$ cat src/tap_pkg.sv
`timescale 1ns / 1ps
// ----------------------------------------------------------------------------
// tap_pkg: shared types and constants of the tile average pixelate unit
// Channel sum and average types, register indexes.
// ----------------------------------------------------------------------------
package tap_pkg;

    localparam int SUM_W = 20;   // per-channel tile sum
    localparam int AVG_W = 8;    // per-channel average
    localparam int CFG_W = 13;   // widest register
    localparam int IDX_W = 3;    // register index

    typedef logic [IDX_W-1:0] reg_idx_t;
    localparam reg_idx_t REG_IMAGE_WIDTH  = 3'd0;
    localparam reg_idx_t REG_IMAGE_HEIGHT = 3'd1;
    localparam reg_idx_t REG_TILE_SIZE    = 3'd2;
    localparam reg_idx_t REG_FORCE_OPAQUE = 3'd3;

    typedef struct packed {
        logic [SUM_W-1:0] alpha;
        logic [SUM_W-1:0] blue;
        logic [SUM_W-1:0] green;
        logic [SUM_W-1:0] red;
    } sums_t;

    typedef struct packed {
        logic [AVG_W-1:0] alpha;
        logic [AVG_W-1:0] blue;
        logic [AVG_W-1:0] green;
        logic [AVG_W-1:0] red;
    } quot_t;

endpackage

$ cat src/tap_div.sv
`timescale 1ns / 1ps
// ----------------------------------------------------------------------------
// tap_div: four-channel restoring divider
// Divides four tile sums by one pixel count, one quotient bit per cycle.
// ----------------------------------------------------------------------------
module tap_div #(
    parameter int CNT_W = 14
) (
    input  logic              clk,
    input  logic              rst_n,
    input  logic              start,
    input  logic [CNT_W-1:0]  cnt,
    input  tap_pkg::sums_t    sums,
    output logic              done,
    output tap_pkg::quot_t    quot
);

    localparam int DW = CNT_W + tap_pkg::SUM_W;
    localparam int SW = $clog2(tap_pkg::AVG_W);

    logic [3:0][tap_pkg::SUM_W-1:0] rem_reg;
    logic [3:0][tap_pkg::AVG_W-1:0] q_reg;
    logic [DW-1:0]                  dvs_reg;
    logic [SW-1:0]                  step_reg;
    logic                           active_reg;
    logic                           done_reg;
    logic [3:0][tap_pkg::SUM_W-1:0] sum_in;

    assign sum_in = {sums.alpha, sums.blue, sums.green, sums.red};

    always_ff @(posedge clk or negedge rst_n)
    begin
        if (!rst_n)
        begin
            active_reg <= 1'b0;
            done_reg   <= 1'b0;
            step_reg   <= '0;
        end
        else
        begin
            done_reg <= 1'b0;
            if (start)
            begin
                active_reg <= 1'b1;
                step_reg   <= SW'(tap_pkg::AVG_W - 1);
            end
            else if (active_reg)
            begin
                step_reg <= step_reg - 1'b1;
                if (step_reg == '0)
                begin
                    active_reg <= 1'b0;
                    done_reg   <= 1'b1;
                end
            end
        end
    end

    // Datapath: compare each remainder with the shifted divisor, subtract on fit.
    always_ff @(posedge clk)
    begin
        if (start)
        begin
            rem_reg <= sum_in;
            q_reg   <= '0;
            dvs_reg <= DW'(cnt) << (tap_pkg::AVG_W - 1);
        end
        else if (active_reg)
        begin
            dvs_reg <= dvs_reg >> 1;
            for (int i = 0; i < 4; i++)
            begin
                if (DW'(rem_reg[i]) >= dvs_reg)
                begin
                    rem_reg[i] <= rem_reg[i] - tap_pkg::SUM_W'(dvs_reg);
                    q_reg[i]   <= {q_reg[i][tap_pkg::AVG_W-2:0], 1'b1};
                end
                else
                begin
                    q_reg[i]   <= {q_reg[i][tap_pkg::AVG_W-2:0], 1'b0};
                end
            end
        end
    end

    assign done       = done_reg;
    assign quot.red   = q_reg[0];
    assign quot.green = q_reg[1];
    assign quot.blue  = q_reg[2];
    assign quot.alpha = q_reg[3];

endmodule

$ cat config.mk
export PLATFORM = sky130hd
export DESIGN_NAME = tap_div
export DESIGN_NICKNAME = d
export VERILOG_FILES = /design/src/tap_pkg.sv /design/src/tap_div.sv
export SDC_FILE = /design/constraint.sdc
export NUM_CORES = 1
export LEC_CHECK = 0
export BUFFER_PORTS_ARGS = -buffer_cell sky130_fd_sc_hd__buf_2
export CAP_MARGIN = 20
export CORE_ASPECT_RATIO = 1.75
export CORE_MARGIN = 8
export CORE_UTILIZATION = 45
export DETAILED_ROUTE_END_ITERATION = 7
export PLACE_DENSITY_LB_ADDON = 0.15
export SLEW_MARGIN = 15
export SYNTH_ARGS = -nofsm -noshare
export SYNTH_HDL_FRONTEND = slang
export SYNTH_SLANG_ARGS = --single-unit
$ cat constraint.sdc
create_clock -name clk -period 4.9 [get_ports clk]
set_input_delay 0.98 -clock clk [delete_from_list [all_inputs] [get_ports clk]]
set_output_delay 0.98 -clock clk [all_outputs]
set_load 0.01 [all_outputs]
==> impl_metrics.csv <==
group,metric,value,unit
finish,register_area,3730,um^2
timing,finalSetupViolCount,0,
finish,fin_util,51.91,%
route,drt_wl_total,28310,um
setup_path,worstPathArrival,3630,ps
synth,synth_cell_types,74,
placement,numPortBuffers,129,
route,drcViolationCount,0,
synth,yosys-top-cells-count,"nand2_1 (126), o21ai_0 (103), edfxtp_1 (94)",
timing,drv_slew,0,
synth,yosys.area.top_type,"edfxtp_1",
global_route,grt_pass1_vias,8412,
synth,ys.flop_type,"edfxtp_1",
setup_path,crit_buf_inv,1,
power,p_leak,4.982,nW
setup_path,worst-setup-path-type,"reg2reg",
finish,largest_reg_flops,80,
setup_path,required,4960,ps
finish,fillers,2066,
power,cellPowerDensity,614.0,nW/um^2
finish,area_growth,14.38,%
floorplanning,core_region_area,21320,um^2
synth,syn-num-nets,1235,
clock_tree,htree_levels,4,
setup_path,crit_path_start_kind,"flip-flop",
timing,period_needed,3572,ps
clock_tree,cts_resized,0,
timing,finClkSkew,8.787,ps
clock_tree,cts_setup_buffers,0,
job,maxCapViolCount,0,
floorplanning,rows,71,
finish,layout-drive-gt1-share,16.92,%
synth,syn_inst,1052,
synth,synth_top_area_share,29.17,%
clock_tree,clk_pin_slew,70,ps
route,ant_nets,0,
route,wl_per_cell,19.78,um
finish,fin_nets,1346,
route,drtIter0Drc,466,
finish,multi_input_area,5562,um^2
route,vias_per_cell,5.724,
synth,synthTopCellsByArea,"edfxtp_1 (29%), ha_1 (11%), dfxtp_1 (8.1%), o21ai_0 (5.3%), nand2_1 (4.9%)",
route,num_vias,8191,
outcome,status,"complete, no violations",
clock_tree,cts_made_buffers,17,
clock_tree,cts_tree,"done",
floorplanning,die_x,126.9,um
timing,rsz0062_at_grt,"false",
setup_path,crit_family,"compound AO/OA/AOI/OAI gates",
route,first_pass_iters,5,
clock_tree,clock-root-buffer,"clkbuf_16",
setup_path,cp_cell_sequence,"inv_1, ha_1, and2b_2, o211ai_1, a21oi_2, a41oi_2, o31a_1, o32ai_2, or2_1",
floorplanning,die_h,210.0,um
synth,ys_seq_elements,138,
clock_tree,ctsLongestPathBuffers,2,
global_route,grt_max_degree,103,
clock_tree,insertion_delay,440,ps
floorplanning,start_util,45.39,%
timing,final_hold_viol_count,0,
setup_path,path_max_fanout,20,
clock_tree,ctsHoldBuffers,0,
timing,setup_tns,0,ps
power,ir_drop,0.2425,mV
floorplanning,die-area,26640,um^2
timing,fin_crit_sh,72.89,%
hold_path,hold_path.class,"in2async",
placement,hpwlAfterDp,21350,um
synth,ys_warn_count,0,
floorplanning,io_pins,130,
synth,yosysSeqAreaShare,38.53,%
setup_path,endpoint_kind,"flip-flop",
global_route,grt_pass1_wl,44250,um
global_route,grt-ovfl-total,0,
synth,synth_edf_count,94,
timing,slew_headroom,34.47,%
clock_tree,clkSinkCount,138,
synth,yosysMostFrequentCell,"nand2_1",
setup_path,critPathSlowestCell,"or2_1",
finish,diodes,0,
placement,gp_congestion,0.9243,
synth,syn_area_per_cell,9.198,um^2
timing,worst_pin_slew,982.9,ps
global_route,grtUsageTotal,21.39,%
global_route,antenna_found_initial,0,
setup_path,slowest_delay,790,ps
synth,async_flop_share,3.623,%
timing,max_freq,280.0,MHz
synth,syn_area,9677,um^2
-- stage by stage --
stage                     instances  hold slack [ps]  power, mW  cell area (um^2)  setup WS, ps
after detailed placement       1399            479.8      5.477             10500          1328
after global placement         1399            469.3      5.434             10500          1380
final                          1431            344.9      6.796             11070          1328
after floorplan                1052            467.3      4.635              9677          1188
after global routing           1431            338.4      7.287             11070          1067
after CTS                      1431            333.9      6.805             11070          1290
-- routing by layer --
layer | track usage, % | share of wire [%]
met5 | 0 | 0
met4 | 9.278 | 3.3
met3 | 4.124 | 4.3
met2 | 39.02 | 52
met1 | 23.46 | 40
-- cells by family after synthesis --
logic type	share of synthesized area, %
AO/OA/AOI/OAI	21.58
XOR/XNOR	4.254
adder cells (fa/ha/maj)	11.43
buffers and inverters	4.034
flip-flops	38.53
multiplexers	4.422
AND/OR/NAND/NOR	15.75
-- where the power goes --
group          leakage, nW  switching, mW  internal, mW
Clock                0.291          0.577         0.726
Sequential            1.34          0.165          1.75
Combinational         3.35           2.10          1.48
-- layout by cell type (no fill, tap or decap), drive strengths merged, types with 13 or more instances in the layout --
cell type and n:
nand2 126, edfxtp 94, a21o 37, nor2 78
o21ai 105, xor2 20, clkbuf 18, dfxtp 39
nand3 17, nor3 13, ha 82, mux2i 36
inv 58, o21a 20, xnor2 27, a21oi 71
buf 136, o31ai 15, nand4 21
-- final cells by class --
cell class	count	area share [%]
flip-flops and latches	138	33.70
repair buffers	136	6.364
inverters	48	1.628
well taps	255	2.883
multi-input cells	822	50.25
clock inverters	14	1.210
clock buffers	18	3.968
-- final timing paths --
| check | start | endpoint | slack, ps | cells after the start |
|---|---|---|---|---|
| worst max-delay path | dvs_reg[1] | rem_reg[38] | 1330 | 9 |
| worst min-delay path | rst_n | step_reg[0] | 340 | 1 |
| worst max register to register | dvs_reg[1] | rem_reg[38] | 1330 | 9 |
| worst min register to register | quot[23] | quot[23] | 490 | 2 |
| max in group asynchronous | rst_n | active_reg | 4400 | 1 |
| min in group clk | quot[23] | quot[23] | 490 | 2 |
Note: power is estimated with default switching activity, not from simulation.
